$ cat config.mk
export PLATFORM = sky130hd
export DESIGN_NAME = hcrm_ram
export DESIGN_NICKNAME = d
export VERILOG_FILES = /design/src/rtl/hcrm_ram.sv
export SDC_FILE = /design/constraint.sdc
export NUM_CORES = 2
export LEC_CHECK = 0
export ABC_CLOCK_PERIOD_IN_PS = 5200
export BUFFER_PORTS_ARGS = -buffer_cell sky130_fd_sc_hd__clkbuf_2
export CORE_MARGIN = 2
export CORE_UTILIZATION = 61
export DETAILED_ROUTE_END_ITERATION = 10
export GPL_TIMING_DRIVEN = 0
export PLACE_DENSITY_LB_ADDON = 0.2
export SYNTH_ARGS = -nofsm -noshare
export SYNTH_HDL_FRONTEND = slang
export SYNTH_SLANG_ARGS = --single-unit
export TNS_END_PERCENT = 20
$ cat constraint.sdc
create_clock -name i_clk -period 5.2 [get_ports i_clk]
set_input_delay 1.56 -clock i_clk [delete_from_list [all_inputs] [get_ports i_clk]]
set_output_delay 1.56 -clock i_clk [all_outputs]
set_load 0.02 [all_outputs]
$ cat src/rtl/hcrm_ram.sv
// ----------------------------------------------------------------------------
// hcrm_ram: generic single-port ram
// one write and one read of the same address per cycle, registered read data
// ----------------------------------------------------------------------------
module hcrm_ram #(
    parameter int WIDTH = 8,
    parameter int DEPTH = 256
) (
    input  logic                     i_clk,
    input  logic                     i_we,
    input  logic [$clog2(DEPTH)-1:0] i_addr,
    input  logic [WIDTH-1:0]         i_wdata,
    output logic [WIDTH-1:0]         o_rdata
);
    logic [WIDTH-1:0] r_mem [DEPTH];

    always_ff @(posedge i_clk) begin
        if (i_we) r_mem[i_addr] <= i_wdata;
        o_rdata <= r_mem[i_addr];
    end
endmodule

==> out/metrics.cfg <==
[cells_and_area]
multi_input_area_sq_um = 15900
nFillCells = 7640
area_delta_synth_final_pct = 11.2
nNetsFinal = 3795
final-seq-area_sq_um = 61700
final_core_util = 0.683
post-route-cell-area_sq_um = 87300
drive_gt1_frac = 0.237

[logic_synthesis]
yosys-top-cells-count = 2048 x edfxtp_1, 512 x mux4_2, 256 x a22oi_1
synth_edf_count = 2048
synth_seq_cells = 2056
ys_async_sr_fraction = 0
ys.flop_type = edfxtp_1
synth.distinct_cells = 22
ys_seq_area_frac = 0.786
synth_area_sq_um = 78500
postSynthCellCount = 3547
syn_area_per_cell_sq_um = 22.1
yosys.area.top_type = edfxtp_1
ys_top_cells_by_area = edfxtp_1 78%, mux4_2 15%, a22oi_1 2.4%
yosys_warnings = 0
syn_nets = 3565
yosysMostFrequentCell = edfxtp_1
synth.top_cell.area_share = 0.783

[sta]
timing.final.crit_share = 1.04
timing.final.ws_setup_ps = -208
drv_slew = 0
rsz0062_at_grt = yes
worstMarginPinSlew_ps = 1310
finalClockSkew_ps = 23.4
slew_headroom = 0.117
final-setup-viol-count = 404
period_needed_ps = 5410
fmax_mhz = 185
hold_viol_final = 0

[critical_path]
crit_top_cell = clkbuf_1
critPathMaxStageDelay_ps = 920
cp-start-kind = input pin
slowest_stage = clkdlybuf4s15_1
path_delay_family = buffers and inverters
path_cells = clkbuf_1 -> nor2b_1 -> clkbuf_1 -> clkdlybuf4s15_1 -> buf_2 -> nand3_1 -> clkbuf_2 -> nor2_1
cp-end-kind = flop
cp_max_fo = 10
crit_arrival_ps = 5870
required_ps = 5660
path_buf_inv = 5
worstSetupPathType = in2reg

[outcome]
violations = setup timing
status = finished with violations

[run]
drv_cap = 0

[clocking]
cts_max_path_buffers = 3
clkLatencyLatePin_ps = 840
cts_max_level = 4
cts_buffers = 195
clockRootBuffer = clkbuf_16
path_clk_slew_ps = 60
cts_setup_buffers = 0
cts_sinks = 2056
tritoncts = yes

[floorplanning]
io_pins = 26
die_w_um = 363
core_sq_um = 128000
rows = 131
die_area_sq_um = 132000
fp.dieH_um = 363
initial_utilization = 0.615

[routing]
post_drt_via_cell_ratio = 6.96
dr.pass1.iters = 6
wl_per_cell_um = 35.7
vias = 39000
drt-total-wl_um = 200000
antenna_left = 0
drc = 0
drt_iter0_drc = 6266

[place]
dp_hpwl_um = 127000
portBuffers = 21
place_area_sq_um = 81100
gp_congestion = 0.964

[global_routing]
antenna_found_initial = 11
overflow = 0
first_global_vias = 38300
grt_max_degree = 149
grt_pass1_wl_um = 280000
grt_usage = 0.309

[pwr]
leakagePower_nw = 26.4
cellInternalPower_w = 0.0263
pwr-share-clk = 0.404
p_per_area_nw_per_um2 = 384
combPwrFrac = 0.050
p_sw_w = 0.00717
ir_drop_v = 0.000328
seqPwrFrac = 0.546
p_sw_frac = 0.214

[min_path]
hold_path.class = reg2reg

## state kept, by name (all words and copies together), names as in the netlist
signal	count
o_rdata	8
r_mem	2048
## what timing repair did
| item | in CTS | in global routing |
|---|---|---|
| hold buffers | 0 | 0 |
| pin swaps | 0 | 0 |
| setup endpoints to repair | 732 | 354 |
| resized for setup | 11 | 22 |
## logic make-up after synthesis
logic type,synth area share
flops,0.786
mux,0.147
compound gates,0.0362
simple gates,0.0173
buf+inv,0.0140
## cells in the final DEF (no fill, tap or decap), types with 2 or more instances in the layout
cell type,synthesis,final
clkinv_8,0,2
clkinv_1,0,54
nand2b_1,6,6
nand2_1,28,28
inv_6,0,8
buf_1,19,18
buf_2,36,36
nor2_2,0,22
diode_2,0,2
buf_4,16,17
nand3_1,13,13
buf_16,0,11
clkinvlp_4,0,3
nor2b_1,7,7
or2_2,2,2
buf_6,16,16
clkbuf_8,0,13
o41ai_1,32,28
clkbuf_16,0,198
nand4_1,8,8
clkinv_2,0,37
nor3_2,0,9
o41ai_2,0,4
dfxtp_1,8,8
mux4_2,512,512
bufinv_16,0,9
a21oi_1,128,128
nor2_1,232,210
nor3_1,30,21
a22oi_1,256,256
edfxtp_1,2048,2048
clkbuf_2,0,33
and2_1,3,3
clkbuf_1,145,167
## layout make-up
class | instances | share of cell area
sequential | 2056 | 0.707
multi-input combinational | 1258 | 0.182
clock buffer | 246 | 0.0594
tap | 1662 | 0.0238
buffer | 231 | 0.0129
clock inverter | 116 | 0.00965
timing repair buffer | 34 | 0.00562
antenna | 2 | 0.0000574
inverter | 1 | 0.0000430
## routing by layer
metal	wire [um]	GRT usage	vias to the layer above
li1	-	-	15600
met1	72300	0.424	20400
met2	94000	0.470	2662
met3	25000	0.0951	433
met4	8690	0.124	16
met5	193	0.00629	-
## worst paths after layout
check | slack (ps) | to | startpoint | depth (start not counted)
setup / recovery | -210 | r_mem[218][6]$_DFFE_PP_ | i_addr[3] | 8
hold / removal | 1190 | o_rdata[0]$_DFF_P_ | r_mem[34][0]$_DFFE_PP_ | 5
setup reg to reg | 1760 | o_rdata[0]$_DFF_P_ | r_mem[188][0]$_DFFE_PP_ | 5
hold reg to reg | 1190 | o_rdata[0]$_DFF_P_ | r_mem[34][0]$_DFFE_PP_ | 5
## worst min-delay path, delay by kind of cell (launching register included)
kind,cells,cell delay [ps]
mux,1,220
flops,1,320
compound gates,3,320
simple gates,1,250
## metrics by stage
step	power [W]	setup WS, ps	setup TNS [ps]	hold slack, ps	cells
floorplan	0.0195	1420	0	819	3547
global route	0.0342	-169	-13240	1170	5604
CTS	0.0335	18.2	0	1110	5603
global placement	0.0203	-1540	-3511720	1100	5230
finish	0.0335	-208	-26920	1190	5606
detailed placement	0.0202	-1340	-1260000	1110	5242
## power by group through the flow
stage	Clock (W)	Sequential, W	Combinational [W]
2_1_floorplan	0	0.0186	0.000812
3_3_place_gp	0	0.0187	0.00155
3_5_place_dp	0	0.0186	0.00162
4_1_cts	0.0136	0.0183	0.00163
5_1_grt	0.0142	0.0183	0.00171
6_report	0.0135	0.0183	0.00166
Power figures use the tool's default switching activity.
