**config.mk**
```make
export PLATFORM = sky130hd
export DESIGN_NAME = hcrm_back_flat
export DESIGN_NICKNAME = d
export VERILOG_FILES = /design/src/rtl/hcrm_pkg.sv /design/src/rtl/hcrm_stream_if.sv /design/src/rtl/hcrm_back.sv /design/src/flat_wrapper.sv
export SDC_FILE = /design/constraint.sdc
export NUM_CORES = 1
export LEC_CHECK = 0
export BUFFER_PORTS_ARGS = -buffer_cell sky130_fd_sc_hd__buf_2
export CORE_ASPECT_RATIO = 1.25
export CORE_MARGIN = 3
export CORE_UTILIZATION = 49
export CTS_CLUSTER_DIAMETER = 150
export DETAILED_ROUTE_END_ITERATION = 10
export PLACE_DENSITY = 0.76
export RECOVER_POWER = 50
export SETUP_SLACK_MARGIN = 0.15
export SLEW_MARGIN = 30
export SYNTH_ARGS = -nofsm -noshare
export SYNTH_HDL_FRONTEND = slang
export SYNTH_SLANG_ARGS = --single-unit
```
**constraint.sdc**
```tcl
create_clock -name i_clk -period 5.7 [get_ports i_clk]
set_input_delay 1.14 -clock i_clk [delete_from_list [all_inputs] [get_ports i_clk]]
set_output_delay 1.14 -clock i_clk [all_outputs]
set_load 0.05 [all_outputs]
```
**src/rtl/hcrm_pkg.sv**
```systemverilog
// ----------------------------------------------------------------------------
// hcrm_pkg: shared types, constants and the trig table for the ray marcher
// holds the screen geometry, the per-column sine/cosine table and the queue
// entry carried from the classifier to the executor
// ----------------------------------------------------------------------------
package hcrm_pkg;

    localparam int MAP_SIDE_BITS = 8;
    localparam int SCREEN_WIDTH  = 320;
    localparam int SCREEN_HEIGHT = 200;
    localparam int MAX_DISTANCE  = 99;

    localparam int ADDR_W = 2 * MAP_SIDE_BITS;
    localparam int COL_W  = 9;
    localparam int DIST_W = 7;
    localparam int ROW_W  = 8;
    localparam int TRIG_W = 18;   // signed Q16, range -65536..65536
    localparam int COL_CODES = 1 << COL_W;

    localparam logic OP_WRITE = 1'b0;
    localparam logic OP_STEP  = 1'b1;

    localparam logic [1:0] REG_VIEWER_X = 2'd0;
    localparam logic [1:0] REG_VIEWER_Y = 2'd1;
    localparam logic [1:0] REG_SCALE    = 2'd2;
    localparam logic [1:0] REG_HORIZON  = 2'd3;

    // input word
    typedef struct packed {
        logic              opcode;
        logic [ADDR_W-1:0] map_address;
        logic [7:0]        map_value;
        logic [COL_W-1:0]  column;
        logic [DIST_W-1:0] distance;
    } t_in_word;

    // result word
    typedef struct packed {
        logic [COL_W-1:0] out_column;
        logic [ROW_W-1:0] top_row;
        logic [ROW_W-1:0] bottom_row;
        logic [7:0]       colour;
        logic             last;
    } t_out_word;

    // classified step queued between front and back
    typedef struct packed {
        logic [COL_W-1:0]  column;
        logic [DIST_W-1:0] distance;   // zero already folded to one
        logic [ADDR_W-1:0] h_addr;
        logic [ADDR_W-1:0] c_addr;
    } t_step;

    // one trig value per column code
    typedef logic [COL_CODES-1:0][TRIG_W-1:0] t_trig_tab;

    // one-quadrant sine in Q16, f in units of 2^-30 of a quarter turn
    function automatic logic [TRIG_W-1:0] quarter_sine(input logic [31:0] f);
        logic [63:0] th, t2, term;
        logic signed [63:0] sum;
        begin
            th   = (64'(f) * 64'd1686629713) >> 30;
            t2   = (th * th) >> 30;
            term = th;
            sum  = $signed(th);
            for (int k = 1; k <= 5; k++) begin
                term = ((term * t2) >> 30) / 64'((2 * k) * (2 * k + 1));
                if (k % 2 == 1) sum = sum - $signed(term);
                else            sum = sum + $signed(term);
            end
            quarter_sine = TRIG_W'((64'(sum) + 64'd8192) >> 14);
        end
    endfunction

    function automatic logic signed [TRIG_W-1:0] sine_q16(input logic [33:0] phase);
        logic [1:0]  quad;
        logic [31:0] f;
        logic [TRIG_W-1:0] v;
        begin
            quad = phase[31:30];
            f    = {2'b00, phase[29:0]};
            v    = quad[0] ? quarter_sine(32'h4000_0000 - f) : quarter_sine(f);
            sine_q16 = quad[1] ? $signed(-v) : $signed(v);
        end
    endfunction

    function automatic logic [33:0] col_phase(input logic [COL_W-1:0] col);
        col_phase = 34'((64'(col) << 30) / 64'(SCREEN_WIDTH));
    endfunction

    // table build, evaluated once at elaboration
    function automatic t_trig_tab build_trig_tab(input logic cos_sel);
        t_trig_tab   tab;
        logic [33:0] ph;
        begin
            for (int c = 0; c < COL_CODES; c++) begin
                ph = col_phase(COL_W'(c)) + (cos_sel ? 34'h4000_0000 : 34'h0);
                tab[COL_W'(c)] = sine_q16(ph);
            end
            build_trig_tab = tab;
        end
    endfunction

    localparam t_trig_tab SIN_TAB = build_trig_tab(1'b0);
    localparam t_trig_tab COS_TAB = build_trig_tab(1'b1);

    // constant table lookups, one entry per column code
    function automatic logic signed [TRIG_W-1:0] col_sin(input logic [COL_W-1:0] col);
        col_sin = $signed(SIN_TAB[col]);
    endfunction

    function automatic logic signed [TRIG_W-1:0] col_cos(input logic [COL_W-1:0] col);
        col_cos = $signed(COS_TAB[col]);
    endfunction

endpackage

```
**src/rtl/hcrm_stream_if.sv**
```systemverilog
// ----------------------------------------------------------------------------
// hcrm_stream_if: valid/ready channel
// carries one word of type T per accepted handshake
// ----------------------------------------------------------------------------
interface hcrm_stream_if #(parameter type T = logic) ();
    logic valid;
    logic ready;
    T     data;
    modport source (output valid, output data, input ready);
    modport sink   (input valid, input data, output ready);
endinterface

```
**src/rtl/hcrm_back.sv**
```systemverilog
// ----------------------------------------------------------------------------
// hcrm_back: execute one ray step
// reads height and colour, divides scale*(256-h) by distance bit-serially,
// clamps, tests against the occlusion row and emits up to two spans
// ----------------------------------------------------------------------------
module hcrm_back import hcrm_pkg::*; (
    input  logic              i_clk,
    input  logic              i_rst_n,
    input  logic              i_q_valid,
    input  t_step             i_q_data,
    output logic              o_q_pop,
    input  logic [7:0]        i_scale,
    input  logic [7:0]        i_horizon,
    // ram read
    output logic              o_rd_act,
    output logic [ADDR_W-1:0] o_rd_addr,
    input  logic [7:0]        i_rd_data,
    hcrm_stream_if.source     out_if
);
    localparam int NUM_W = 17;
    localparam int CNT_W = $clog2(NUM_W + 1);

    typedef enum logic [6:0] {
        ST_IDLE = 7'b0000001,
        ST_RDH  = 7'b0000010,
        ST_RDC  = 7'b0000100,
        ST_MUL  = 7'b0001000,
        ST_DIV  = 7'b0010000,
        ST_EMIT = 7'b0100000,
        ST_SKY  = 7'b1000000
    } t_state;

    t_state              r_st;
    t_step               r_job;
    logic [7:0]          r_h, r_occ;
    logic [NUM_W-1:0]    r_num, r_quo;
    logic [DIST_W:0]     r_rem;
    logic [CNT_W-1:0]    r_cnt;
    logic                r_ov;
    t_out_word           r_out;

    logic [DIST_W+1:0]   trial;
    logic signed [NUM_W+1:0] row_s;
    logic [ROW_W-1:0]    row_c;
    logic                is_last, has_span, out_free;

    assign out_free = !r_ov || out_if.ready;
    assign o_q_pop  = (r_st == ST_IDLE) && i_q_valid;
    assign o_rd_act = (r_st == ST_RDH) || (r_st == ST_RDC);
    assign o_rd_addr = (r_st == ST_RDH) ? r_job.h_addr : r_job.c_addr;
    assign out_if.valid = r_ov;
    assign out_if.data  = r_out;

    assign trial = {r_rem, r_num[NUM_W-1]} - {2'b00, r_job.distance};
    assign row_s = $signed({11'd0, i_horizon}) - $signed({2'b00, r_quo});
    assign row_c = (row_s < 0) ? ROW_W'(0)
                 : (row_s > SCREEN_HEIGHT - 1) ? ROW_W'(SCREEN_HEIGHT - 1)
                 : ROW_W'(row_s);
    assign is_last  = 32'(r_job.distance) == MAX_DISTANCE;
    assign has_span = row_c >= r_occ;

    always_ff @(posedge i_clk) begin
        if (!i_rst_n) begin
            r_st  <= ST_IDLE;
            r_occ <= '0;
            r_ov  <= 1'b0;
        end else begin
            if (out_if.ready) r_ov <= 1'b0;
            unique case (r_st)
                ST_IDLE: if (i_q_valid) begin
                    r_job <= i_q_data;
                    if (i_q_data.distance == DIST_W'(1)) r_occ <= '0;
                    r_st <= ST_RDH;
                end
                ST_RDH: r_st <= ST_RDC;
                ST_RDC: begin
                    r_h  <= i_rd_data;
                    r_st <= ST_MUL;
                end
                ST_MUL: begin
                    r_num <= NUM_W'(i_scale * (9'd256 - {1'b0, r_h}));
                    r_rem <= '0;
                    r_cnt <= '0;
                    r_h   <= i_rd_data;   // colour byte
                    r_st  <= ST_DIV;
                end
                // restoring division, one quotient bit per cycle
                ST_DIV: begin
                    if (trial[DIST_W+1]) begin
                        r_rem <= {r_rem[DIST_W-1:0], r_num[NUM_W-1]};
                        r_quo <= {r_quo[NUM_W-2:0], 1'b0};
                    end else begin
                        r_rem <= trial[DIST_W:0];
                        r_quo <= {r_quo[NUM_W-2:0], 1'b1};
                    end
                    r_num <= {r_num[NUM_W-2:0], 1'b0};
                    r_cnt <= r_cnt + CNT_W'(1);
                    if (r_cnt == CNT_W'(NUM_W - 1)) r_st <= ST_EMIT;
                end
                ST_EMIT: if (out_free) begin
                    if (has_span) begin
                        r_ov <= 1'b1;
                        r_out.out_column <= r_job.column;
                        r_out.top_row    <= ROW_W'(SCREEN_HEIGHT - 1) - row_c;
                        r_out.bottom_row <= ROW_W'(SCREEN_HEIGHT - 1) - r_occ;
                        r_out.colour     <= r_h;
                        r_out.last       <= !is_last;
                        r_occ <= row_c;
                    end
                    r_st <= is_last ? ST_SKY : ST_IDLE;
                end
                ST_SKY: if (out_free) begin
                    r_ov <= 1'b1;
                    r_out.out_column <= r_job.column;
                    r_out.top_row    <= '0;
                    r_out.bottom_row <= ROW_W'(SCREEN_HEIGHT - 1) - r_occ;
                    r_out.colour     <= '0;
                    r_out.last       <= 1'b1;
                    r_st <= ST_IDLE;
                end
                default: r_st <= ST_IDLE;
            endcase
        end
    end
endmodule

```
**src/flat_wrapper.sv**
```systemverilog
// flat-port wrapper written by rule: the top's interface ports become plain ports
module hcrm_back_flat import hcrm_pkg::*;
  (i_clk, i_rst_n, i_q_valid, i_q_data, o_q_pop, i_scale, i_horizon, o_rd_act, o_rd_addr, i_rd_data, out_if_valid, out_if_data, out_if_ready);
  hcrm_stream_if out_if_i ();
  input  logic i_clk;
  input  logic i_rst_n;
  input  logic i_q_valid;
  input  t_step i_q_data;
  output logic o_q_pop;
  input  logic [7:0] i_scale;
  input  logic [7:0] i_horizon;
  output logic o_rd_act;
  output logic [ADDR_W-1:0] o_rd_addr;
  input  logic [7:0] i_rd_data;
  output wire logic [$bits(out_if_i.valid)-1:0] out_if_valid;
  output wire logic [$bits(out_if_i.data)-1:0] out_if_data;
  input wire logic [$bits(out_if_i.ready)-1:0] out_if_ready;
  assign out_if_valid = out_if_i.valid;
  assign out_if_data = out_if_i.data;
  assign out_if_i.ready = out_if_ready;
  hcrm_back u_core (.i_clk(i_clk), .i_rst_n(i_rst_n), .i_q_valid(i_q_valid), .i_q_data(i_q_data), .o_q_pop(o_q_pop), .i_scale(i_scale), .i_horizon(i_horizon), .o_rd_act(o_rd_act), .o_rd_addr(o_rd_addr), .i_rd_data(i_rd_data), .out_if(out_if_i));
endmodule
```
==> results.md, run 1 <==
- The standard-cell row count is between 50 and 60.
- The leakage power total is about 3.8 nW.
- The mean cell area of the mapped netlist is 10.4 um^2.
- The global-route wire length before repair is 25500 um.
- The most instantiated library cell after synthesis is sky130_fd_sc_hd__edfxtp_1.
- The net count after synthesis is ~940.
- The area fraction of the dominant cell type after synthesis is 0.361.
- The first detailed-routing pass took 4 iterations.
- The critical path is of the flop to flop type.
- Along the worst path, the maximum fanout reaches 6.
- In this run the cell area measured after placement is around 8600 um^2.
- The number of nets in the layout is ~1000.
- The post-synthesis instance area is roughly 7900 um^2.
- The placed wire-length estimate after detailed placement is about 12000 um.
- The power density over the cells is 223 nW/um^2.
- The transition time at the pin with the least slew margin is 1.79 ns.
- The area used by multi-input combinational logic is between 4000 and 5000 um^2.
- The number of violations reported at the end of detailed-routing iteration 0 is 220.
- The count of buffers from port buffering is 86.
- The number of clock buffers added by TritonCTS is 9.
- The mean number of vias per cell is about 5.4.
- The clock transition at the register clock pins on the worst setup and hold paths after CTS is about 0.070 ns.
- Once layout is done, the placed cells without fillers occupy 8920 um^2.
- The final worst hold slack is approximately 0.46 ns.
- The worst path buffer plus inverter count is 3.
- The floorplan step defined a die boundary enclosing about 18000 um^2.
- The final worst slack is 0.362 ns.
- The floorplan step set the die width to between 100 and 150 um.
- The prevailing post-synth register cell is sky130_fd_sc_hd__edfxtp_1.
- The number of hold violations in the final report is 0.
- The worst setup path is captured at a flop.
- The most frequent cell on the critical path is sky130_fd_sc_hd__fa_1.
- The count of distinct cell types in the synthesized netlist is 62.
- The design draws just under 2 mW.
- The layout overhead on the synthesized area is 12.9%.
- The xor and xnor area share after synthesis is 0.0310.
- The category of cells accounting for the largest share of critical-path delay is adder cells.
- In the final routed layout, each cell accounts on average for between 10 and 15 um.
- The routed design has between 15000 and 20000 um of wire.
- The number of violations of the max-capacitance limit is 2.
- TritonCTS built the clock tree.
- The post-route clock skew is 0.00604 ns.
- 0 antenna diodes ended up in the layout.
- Of the cells placed in the final design, the portion with a size suffix greater than 1 is 0.166.
- The type of the worst min-delay path is flop to flop.
- The critical path goes through nor4_4 > nand2_1 > xor2_2 > buf_4 > and2_1 > fa_1 > inv_1 > fa_1 > fa_1 > inv_1 > fa_1 > ha_1 > a21o_1 > a31oi_2 > o211ai_1 > a31oi_1 > xnor2_1 > a21oi_1.
- The library cell used as clock root buffer is sky130_fd_sc_hd__clkbuf_16.
- The combined flip-flop and latch cell area is between 3000 and 4000 um^2.
- Of the available clock period, the critical path in the final layout requires 0.936.
- The worst slack after detailed placement is between 0.15 and 0.2 ns.
- Based on the critical path, the design can be clocked at up to about 190 MHz.
- The remaining antenna violation count after routing is 0.
- The number of cells after detailed placement is roughly 1100.
- Counting every instance in the synthesized netlist gives roughly 760.
- Routability-driven placement finished with a final weighted congestion of about 0.84.
- The via count of the first global-routing pass was between 5000 and 6000.
- The arithmetic-cell share of the synthesized area counting full adders, half adders and majority gates is 0.211.
- Yosys printed 0 warnings.
- The number of filler cells placed in the layout is about 1400.
- For this run, the register share of the synthesized area comes to 0.402.
- The total of endpoints with negative setup slack in the final report is 0.
- The compound-gate portion of the synthesized area came to 0.117.
- The initial utilization of the core area, before any placement, comes to 0.503.
- The number of max-slew violations in the final report was between 40 and 50.
- The final reports fail on capacitance limit, slew limit.
- Of all cell types, the one taking the most synthesized area is sky130_fd_sc_hd__edfxtp_1.
- The number of antenna violations at the first check in global routing is 0.
- Counting every sink on the clock net gives 111.
- The later-pin clock latency in the skew report is 0.36 ns.
- The floorplan step defined a core boundary enclosing roughly 16000 um^2.
- The longest clock path from root to sink contains 2 buffers.
- The delay contributed by the slowest stage of the critical path is between 0.5 and 0.6 ns.
- For the worst setup path, the data arrival time is between 5 and 6 ns.
- The maximum level of the CTS H-tree is 3.
- The cell type of the slowest stage on the worst timing path is sky130_fd_sc_hd__fa_1.
- The run finished, with violations left.
- between 90 and 100 I/O pins were placed.
- The proportion of synthesized flip-flops having asynchronous set or reset is 0.
- Counting instances in the post-synthesis netlist gives the leading cell types as 95 x sky130_fd_sc_hd__edfxtp_1, 87 x sky130_fd_sc_hd__inv_1, 82 x sky130_fd_sc_hd__nand2_1.
- The count of flip-flops with a built-in enable after synthesis is between 90 and 100.
- The number of buffers added to fix hold violations after cts is 0.
- Adding up every negative setup slack in the final design gives 0 ns.
- The floorplan step set the die height to approximately 150 um.
- Entering global routing, the biggest net connects 40 pins.
- In the post-synthesis netlist, the biggest area contributors are sky130_fd_sc_hd__edfxtp_1 36%, sky130_fd_sc_hd__fa_1 11%, sky130_fd_sc_hd__ha_1 10%, sky130_fd_sc_hd__inv_1 4.1%, sky130_fd_sc_hd__dfxtp_1 4.1%.
- The dominant combinational cell family by area after synthesis is adder cells.
- The data required time of the worst path is between 5 and 6 ns.
- The utilization of the core after routing is 0.568.
- The count of vias placed by the detailed router is 5737.
- The multiplexer area fraction after synthesis is 0.0268.
- Of the total synthesized cell area, the portion taken by AND, OR, NAND and NOR gates is 0.157.
- In this run the tightest slew margin relative to its limit is -0.204.
- The worst setup path is launched from a flop.
- The aggregate global-route resource usage is 0.178.
- For this run the aggregate overflow at the end of global routing stands at 0.
- The register bit count reported by yosys is approximately 110.
- Setup repair after global routing could not meet its margin everywhere.
- For this run, design rule violations remaining after detail routing come to 0.
- The number of standard cells in the final layout excluding fillers is about 1100.
- The post-route minimum period is between 5 and 6 ns.
- The worst supply voltage drop on vdd is about 0.00012 V.
## metal layers
layer	vias up	routed length (um)	global-route usage	share of wire
li1	2864	-	-	-
met2	91	8180	0.326	0.53
met4	0	375	0.0699	0.024
met5	-	0	0	0
met1	2755	6540	0.207	0.42
met3	27	473	0.0314	0.030
## worst paths after layout
path	start	endpoint	slack (ns)	cells past startpoint
max	u_core.r_h[4]	u_core.r_num[16]	0.36	18
min	u_core.r_quo[2]	u_core.r_quo[3]	0.46	0
max reg2reg	u_core.r_h[4]	u_core.r_num[16]	0.36	18
min reg2reg	u_core.r_quo[2]	u_core.r_quo[3]	0.46	0
## where the power goes
part	switching, mW	internal, mW	leakage (nW)	total (mW)
registers	0.00697	0.912	1.03	0.919
logic	0.267	0.194	2.59	0.461
clock network	0.302	0.305	0.140	0.607
total	0.576	1.41	3.75	1.99
## final cells by class
cell class                 instances  area share
inverter                          87      0.0366
clock buffer                      10      0.0257
tap                              212      0.0297
clock inverter                     6     0.00575
multi-input combinational        547       0.491
sequential                       111       0.356
timing repair buffer              97      0.0557
## placed cells by master (no fill, tap or decap), types with 3 or more instances in the layout
master	Yosys	routed
sky130_fd_sc_hd__a211oi_1	5	5
sky130_fd_sc_hd__a21boi_0	5	5
sky130_fd_sc_hd__a21o_1	5	5
sky130_fd_sc_hd__a21oi_1	45	45
sky130_fd_sc_hd__a31oi_1	8	7
sky130_fd_sc_hd__and2_1	37	35
sky130_fd_sc_hd__and3_1	5	5
sky130_fd_sc_hd__buf_2	0	79
sky130_fd_sc_hd__buf_4	0	9
sky130_fd_sc_hd__clkbuf_1	11	10
sky130_fd_sc_hd__clkbuf_16	0	9
sky130_fd_sc_hd__dfxtp_1	16	16
sky130_fd_sc_hd__edfxtp_1	95	95
sky130_fd_sc_hd__fa_1	44	44
sky130_fd_sc_hd__ha_1	63	63
sky130_fd_sc_hd__inv_1	87	87
sky130_fd_sc_hd__inv_6	0	3
sky130_fd_sc_hd__mux2_2	17	17
sky130_fd_sc_hd__nand2_1	82	82
sky130_fd_sc_hd__nand2b_1	7	7
sky130_fd_sc_hd__nand3_1	14	14
sky130_fd_sc_hd__nand4_1	6	6
sky130_fd_sc_hd__nor2_1	39	39
sky130_fd_sc_hd__nor2b_1	9	9
sky130_fd_sc_hd__nor3_1	16	16
sky130_fd_sc_hd__nor4_1	7	6
sky130_fd_sc_hd__o211ai_1	5	5
sky130_fd_sc_hd__o21a_1	8	8
sky130_fd_sc_hd__o21ai_0	33	33
sky130_fd_sc_hd__or2_2	6	6
sky130_fd_sc_hd__or3_1	8	8
sky130_fd_sc_hd__xnor2_1	13	10
sky130_fd_sc_hd__xnor2_2	0	3
sky130_fd_sc_hd__xor2_1	15	13
## state kept, by name, summed over array words and instances (netlist names)
name,count
u_core.out_if.data,1
u_core.out_if.valid,1
u_core.r_cnt,5
u_core.r_h,8
u_core.r_job,39
u_core.r_num,17
u_core.r_occ,8
u_core.r_quo,17
u_core.r_rem,8
u_core.r_st,7
## logic make-up after synthesis
logic type / count (synthesis)
AO/OA/AOI/OAI: 145
XOR/XNOR: 28
adder cells (fa/ha/maj): 107
buffers and inverters: 103
flip-flops: 111
multiplexers: 19
AND/OR/NAND/NOR: 248
## repair_timing
| item | in CTS | in global routing |
|---|---|---|
| hold endpoints to repair | 0 | 0 |
| gates resized for setup | 0 | 11 |
| endpoints found under the setup margin | 0 | 6 |
| setup buffers | 0 | 4 |
No activity file was read; power rests on OpenSTA's default activity.
==> inputs of run 2 (changes only) <==
- CAP_MARGIN: unset -> 25
- PLACE_DENSITY: 0.76 -> 0.79
- REMOVE_ABC_BUFFERS: unset -> 1
- clock period: 5.7 -> 4.9 ns (I/O delays scaled with it)
==> results.md, run 2 (synthesis gave the netlist of run 1 again) <==
- The largest registers in the layout are u_core.r_job x39, u_core.r_num x17, u_core.r_quo x17.
- Counting the buffers created by CTS gives 9.
- The run finished, with violations left.
- Derived from the worst setup path, the maximum achievable clock frequency is 199 MHz.
- The y dimension of the die is approximately 150 um.
- After the last flow step, the layout net total stands at approximately 1100.
- The aggregate global-route resource usage is 0.192.
- The post-route clock skew is between 0.007 and 0.008 ns.
- The top metal layer carrying routed signals is met4.
- The clock transition at the register clock pins on the worst setup and hold paths after CTS is approximately 0.07 ns.
- The floorplan die area is ~18000 um^2.
- The post-route standard cell area excluding fillers is about 10000 um^2.
- The met3 wire length is just under 600 um.
- The final setup TNS is -0.339 ns.
- In the final routing, the length of wire on met1 measures between 6000 and 7000 um.
- Entering global routing, the biggest net connects 40 pins.
- The register with the most flip-flops in the final layout is u_core.r_job.
- The global-route wire length before repair is 27800 um.
- The critical path capture point type is a flop.
- The type of the worst min-delay path is flop to flop.
- At the pin with the least slew margin, the transition time is ~0.91 ns.
- The library cell used most frequently in the layout, excluding fill and tap cells, is sky130_fd_sc_hd__edfxtp_1.
- The library cells used most frequently in the layout, excluding fill and tap cells, are 95 x sky130_fd_sc_hd__edfxtp_1, 84 x sky130_fd_sc_hd__inv_1, 79 x sky130_fd_sc_hd__buf_2, 79 x sky130_fd_sc_hd__buf_4, 78 x sky130_fd_sc_hd__nand2_1.
- The number of max-slew violations in the final report is 0.
- The total of endpoints with negative setup slack in the final report is 5.
- At the end of routability-driven placement, the weighted congestion stood at 0.887.
- The standard-cell row count is 51.
- The number of hold violations in the final report was 0.
- The wire length reported by the detailed router is roughly 17000 um.
- For the worst setup path, the data arrival time is between 5 and 6 ns.
- The mean number of vias per cell is roughly 5.4.
- The launch point of the worst reg-to-reg path is u_core.r_h[2].
- The category of the critical setup timing path is flop to flop.
- The flip-flop count of the largest register after layout is 39.
- The utilization of the core after routing is 0.629.
- Across the run, the number of max-cap violations was 0.
- For hold timing, the worst endpoint is u_core.r_quo[3].
- After global routing the overflow that remains totals 0.
- The post-placement cell area is 9060 um^2.
- Once routing completed, OpenROAD measured the worst setup slack at -0.125 ns.
- The signal on the critical path passes through buf_4 > nor3_4 > xnor2_2 > and2_1 > fa_2 > fa_1 > inv_1 > fa_1 > fa_1 > inv_1 > ha_4 > o21a_1 > o31a_1 > o211ai_1 > a21oi_2 > o31ai_2 > xor2_1 > o21ai_0.
- The initial standard-cell utilization of the core is 0.503.
- The worst slack after detailed placement is -0.296 ns.
- TritonCTS built the clock tree.
- The number of antenna violations at the first check in global routing is 0.
- The most frequent cell on the critical path is sky130_fd_sc_hd__fa_1.
- Together, buffers and inverters on the worst path number 3.
- The average detailed-routed wire length per instance is between 10 and 15 um.
- The TritonCTS sink count is 111.
- The max-slew headroom at the worst pin is 0.391.
- The post-route minimum period is approximately 5 ns.
- The category of cells accounting for the largest share of critical-path delay is adder cells.
- The HPWL after detailed placement is ~13000 um.
- Setup repair after global routing could not meet its margin everywhere.
- The final route contains approximately 6200 vias.
- The worst supply voltage drop on vdd is around 0.00021 V.
- In the final layout, the multi-input gates occupy roughly 4700 um^2.
- The first-pass detailed-route iteration total is 5.
- In this run the deepest clock path goes through 2 buffers.
- The portion of the clock cycle consumed by the worst path in the final layout is 1.03.
- The via count of the first global-routing pass is around 6000.
- The checks that failed: setup timing.
- The layout has between 1000 and 1500 filler cells.
- The startpoint type of the worst setup path is a flop.
- The worst reg-to-reg path cell count is 18.
- During I/O placement, the number of pins put on the boundary was 96.
- For flop-to-flop paths, the worst setup slack is -0.12 ns.
- The count of buffers from port buffering is 86.
- In this run the horizontal extent of the chip is around 120 um.
- The worst register-to-register path ends at u_core.r_num[15].
- Compared with the post-synthesis result, the final layout area differs by 25.0%.
- The combined flip-flop and latch cell area is about 3200 um^2.
- The slowest stage of the critical path belongs to the cell sky130_fd_sc_hd__fa_1.
- Counting instances, the worst hold path has a depth of 0.
- The largest driver fanout on the critical path is 6.
- The leakage power total is between 4 and 5 nW.
- The clock tree synthesis step divided the H-tree into 3 levels.
- The library cell used as clock root buffer is sky130_fd_sc_hd__clkbuf_16.
- The total inserted antenna cells is 0.
- The first routing iteration left between 400 and 500 violations.
- Wire segments on met2 add up to 9380 um in the final route.
- The later-pin clock latency in the skew report is approximately 0.36 ns.
- The residual DRC count is 0.
- The count of nets left with antenna violations once routing finished came out at 0.
- For the worst setup path, the data required time is 4.99 ns.
- In this run the power density over the cells is between 200 and 300 nW/um^2.
- The fraction of layout instances using a drive strength above 1 is 0.286.
- The core area is 15700 um^2.
- The launch point of the worst hold path is u_core.r_quo[2].
- In this design, the stage delay of the slowest critical-path cell is about 0.56 ns.
[run 2: cell types whose count changed in the layout (fill, tap and decap cells not counted), sizes merged]
cell and change:
buf +79, clkbuf -2, clkinv -2, bufinv +1
inv +1
[run 2: timing repair]
item,4_1_cts,5_1_grt
resized for setup,34,49
setup endpoints to repair,8,18
gates cloned,0,1
pin swaps,30,34
hold buffers,0,0
endpoints found under the hold margin,0,0
setup buffers,6,7
[run 2: worst max-delay path by stage]
| stage | to | slack [ns] | from | cells past startpoint |
|---|---|---|---|---|
| 2_1_floorplan | u_core.r_num[12] | 0.02 | u_core.r_h[4] | 17 |
| 3_3_place_gp | u_core.r_num[15] | -0.23 | i_scale[4] | 16 |
| 3_5_place_dp | u_core.r_num[16] | -0.30 | u_core.r_h[0] | 18 |
| 4_1_cts | u_core.r_num[15] | 0.03 | u_core.r_h[1] | 18 |
| 5_1_grt | u_core.r_num[16] | -0.34 | u_core.r_h[0] | 20 |
| 6_report | u_core.r_num[15] | -0.12 | u_core.r_h[2] | 18 |
[run 2: worst register-to-register path: cells and delay by family, from the launching register on]
family / cells / cell delay [ns]
xor gates and xnor gates: 2 / 0.34
and+or+nand+nor: 2 / 0.40
adders and majority gates: 5 / 2.22
AOI/OAI and AO/OA: 6 / 1.03
buffers and inverters: 3 / 0.31
DFF: 1 / 0.46
[run 2: report_power, final]
part | switching [mW] | leakage, nW | internal (mW)
logic | 0.374 | 2.99 | 0.355
registers | 0.00959 | 1.03 | 1.06
clock network | 0.357 | 0.158 | 0.424
total | 0.741 | 4.17 | 1.84
[run 2: area by class of cell]
class                      instances  area share
inverter                          87      0.0331
tap                              212      0.0269
timing repair buffer             174       0.114
clock buffer                      10      0.0242
multi-input combinational        547       0.473
sequential                       111       0.321
clock inverter                     6     0.00798
[run 2: per-stage QoR]
step	hold WS [ns]	power [mW]	cells
after floorplan	0.425	1.49	745
after global placement	0.433	1.68	1117
after detailed placement	0.440	1.70	1117
after CTS	0.457	2.54	1139
after global routing	0.470	2.71	1147
final	0.453	2.58	1147
[run 2: metal layers]
| layer | GRT usage | vias up |
|---|---|---|
| met1 | 0.227 | 3012 |
| met3 | 0.0302 | 27 |
| li1 | - | 3025 |
| met2 | 0.354 | 144 |
| met5 | 0 | - |
| met4 | 0.0648 | 0 |
==> inputs of run 3 (changes only) <==
- SKIP_CTS_REPAIR_TIMING: unset -> 1
==> results.md, run 3 (synthesis gave the netlist of run 1 again) <==
- In this run the power spent charging and discharging nets is between 0.7 and 0.8 mW.
- Once detail routing completed, the nets flagged for antenna violations numbered 0.
- The count of buffers from port buffering is 86.
- The later pin in the worst-skew pair is clocked with a latency of between 0.3 and 0.4 ns.
- The global-route wire length before repair is between 20000 and 30000 um.
- The sequential cells in the finished layout cover a total of 3170 um^2.
- The internal power consumption is ~1.8 mW.
- TritonCTS built the clock tree.
- The via count of the first global-routing pass is between 6000 and 7000.
- At the pin with the least slew margin, the transition time is 0.921 ns.
- For this block, the via count after detailed routing is ~6300.
- The path class of the tightest hold or removal check is flop to flop.
- Detailed placement ended at an HPWL of roughly 13000 um.
- Final hold analysis gives a worst-case slack of about 0.45 ns.
- The leakage power total is roughly 4.2 nW.
- The portion of total power attributed to the clock network is 0.301.
- The worst path buffer plus inverter count is 6.
- u_core.r_job holds more flip-flops than any other register.
- At the worst endpoint, the required time is about 5 ns.
- Adding up every negative setup slack in the final design gives -0.444 ns.
- The area used by multi-input combinational logic is about 4700 um^2.
- Clock tree synthesis selected as its root buffer the cell sky130_fd_sc_hd__clkbuf_16.
- Of the cells placed in the final design, the portion with a size suffix greater than 1 is 0.290.
- The core area is ~16000 um^2.
- For this design, the sink count on the clock tree is approximately 110.
- The number of max-slew violations in the final report was 0.
- The number of buffers on the longest clock path is 2.
- 96 I/O pins were placed.
- Walking the worst path, the cells encountered are inv_2 > ha_4 > xnor2_4 > buf_4 > and2_1 > fa_1 > inv_1 > fa_1 > inv_1 > ha_1 > inv_1 > fa_1 > inv_1 > ha_1 > nor2b_1 > o31a_1 > o211ai_1 > a21oi_2 > o31ai_2 > xor2_1 > o21ai_0.
- The worst supply voltage drop on vdd is roughly 0.00022 V.
- Dividing total power by cell area gives a power density of 262 nW/um^2.
- The relative contribution of combinational cells to total power is 0.288.
- The y dimension of the die is approximately 150 um.
- The chip width is 120 um.
- The cell that appears most often on the critical path is sky130_fd_sc_hd__inv_1.
- The run finished, with violations left.
- After clock tree synthesis, the clock-pin slew on the worst setup and hold paths is 0.07 ns.
- The number of nets in the layout is between 1000 and 1500.
- The total CTS buffers is 9.
- The category of cells accounting for the largest share of critical-path delay is adder cells.
- 0 antenna diodes ended up in the layout.
- Clock skew on the completed layout was measured at 0.00804 ns.
- After detailed routing, the total wire length is about 18000 um.
- The number of violations of the max-capacitance limit is 0.
- Fill cells in the final layout number roughly 1200.
- After layout, the minimum clock period comes to about 5 ns.
- In the final routed layout, each cell accounts on average for roughly 15 um.
- The checks that failed: setup timing.
- The layout overhead on the synthesized area is 25.6%.
- Entering global routing, the biggest net connects 40 pins.
- The largest registers in the layout are u_core.r_job x39, u_core.r_num x17, u_core.r_quo x17.
- The arrival time at the worst endpoint is 5.14 ns.
- Once routing completed, OpenROAD measured the worst setup slack at -0.149 ns.
- After detailed routing, the number of vias per cell comes to around 5.4.
- The delay contributed by the slowest stage of the critical path is ~0.55 ns.
- The startpoint type of the worst setup path is a flop.
- The largest driver fanout on the critical path is 6.
- The library cell used most frequently in the layout, excluding fill and tap cells, is sky130_fd_sc_hd__edfxtp_1.
- Setup repair after global routing could not meet its margin everywhere.
- The portion of the clock cycle consumed by the worst path in the final layout is 1.03.
- Power comes to 2.60 mW.
- The sequential cell fraction of total power is 0.411.
- The number of hold violations in the final report is 0.
- The first detailed-routing pass took 5 iterations.
- The largest individual stage delay along the critical path comes from the cell sky130_fd_sc_hd__edfxtp_1.
- Of the total power, the share spent switching nets is 0.290.
- Routability-driven placement finished with a final weighted congestion of around 0.89.
- The flip-flop count of the largest register after layout is 39.
- In this run the number of H-tree levels came out at 3.
- The initial utilization of the core area, before any placement, comes to 0.503.
- The total of endpoints with negative setup slack in the final report is 7.
- The number of antenna violations at the first check in global routing is 0.
- The maximum achievable frequency is 198 MHz.
- After detailed routing, the number of remaining DRC violations is 0.
- The number of violations reported at the end of detailed-routing iteration 0 is 444.
- The library cells used most frequently in the layout, excluding fill and tap cells, are 95 x sky130_fd_sc_hd__edfxtp_1, 83 x sky130_fd_sc_hd__buf_4, 82 x sky130_fd_sc_hd__inv_1.
- The remaining global-route overflow is 0.
- The category of the critical setup timing path is flop to flop.
- The max-slew headroom at the worst pin is 0.386.
- The critical path capture point type is a flop.
- The floorplan die area is roughly 18000 um^2.
- In the global route stage, overall resource usage came out at 0.187.
- Row generation in the floorplan step produced 51 rows.
==> run 3: cell types whose count changed in the layout (fill, tap and decap cells not counted), sizes merged <==
cell  previous run  this run
buf            167       172
==> run 3: worst paths after layout <==
| path | slack [ns] | start | cells past startpoint | endpoint |
|---|---|---|---|---|
| worst max-delay path | -0.15 | u_core.r_h[0] | 21 | u_core.r_num[15] |
| worst min-delay path | 0.45 | u_core.r_quo[2] | 0 | u_core.r_quo[3] |
| worst max register to register | -0.15 | u_core.r_h[0] | 21 | u_core.r_num[15] |
| worst min register to register | 0.45 | u_core.r_quo[2] | 0 | u_core.r_quo[3] |
==> run 3: worst reg2reg max path, delay by kind of cell, from the launching register on <==
kind                       cells  cell delay, ns
and+or+nand+nor                2            0.34
AOI/OAI and AO/OA              5            0.99
xor gates and xnor gates       2            0.40
adders and majority gates      6            2.06
buffers and inverters          6            0.46
DFF                            1            0.55
==> run 3: per-layer routing <==
layer	global-route usage	wire (um)	up-vias
met5	0	0	-
met4	0.0665	305	0
met3	0.0306	608	24
met2	0.340	9700	144
met1	0.222	6930	3042
li1	-	-	3041
==> run 3: power by group through the flow <==
stage / clock, mW / sequential, mW / combinational, mW
finish: 0.782 / 1.07 / 0.750
global route: 0.835 / 1.07 / 0.825
CTS: 0.797 / 1.07 / 0.614
detailed placement: 0 / 1.09 / 0.608
global placement: 0 / 1.09 / 0.590
floorplan: 0 / 1.09 / 0.402
==> run 3: stage by stage <==
stage               cell area (um^2)  std cells  setup WS, ns   util
floorplan                       7790        745        0.0170      -
global placement                9060       1117        -0.227  0.577
detailed placement              9060       1117        -0.296  0.577
CTS                             9380       1133        -0.321  0.598
global route                    9920       1152        -0.410  0.632
finish                          9920       1152        -0.149  0.632
==> run 3: area by class of cell <==
cell class                      instances  area share
Timing Repair Buffer                  179       0.118
Tap cell                              212      0.0267
Sequential cell                       111       0.320
Clock inverter                          6     0.00794
Multi-Input combinational cell        547       0.471
Clock buffer                           10      0.0241
Inverter                               87      0.0329
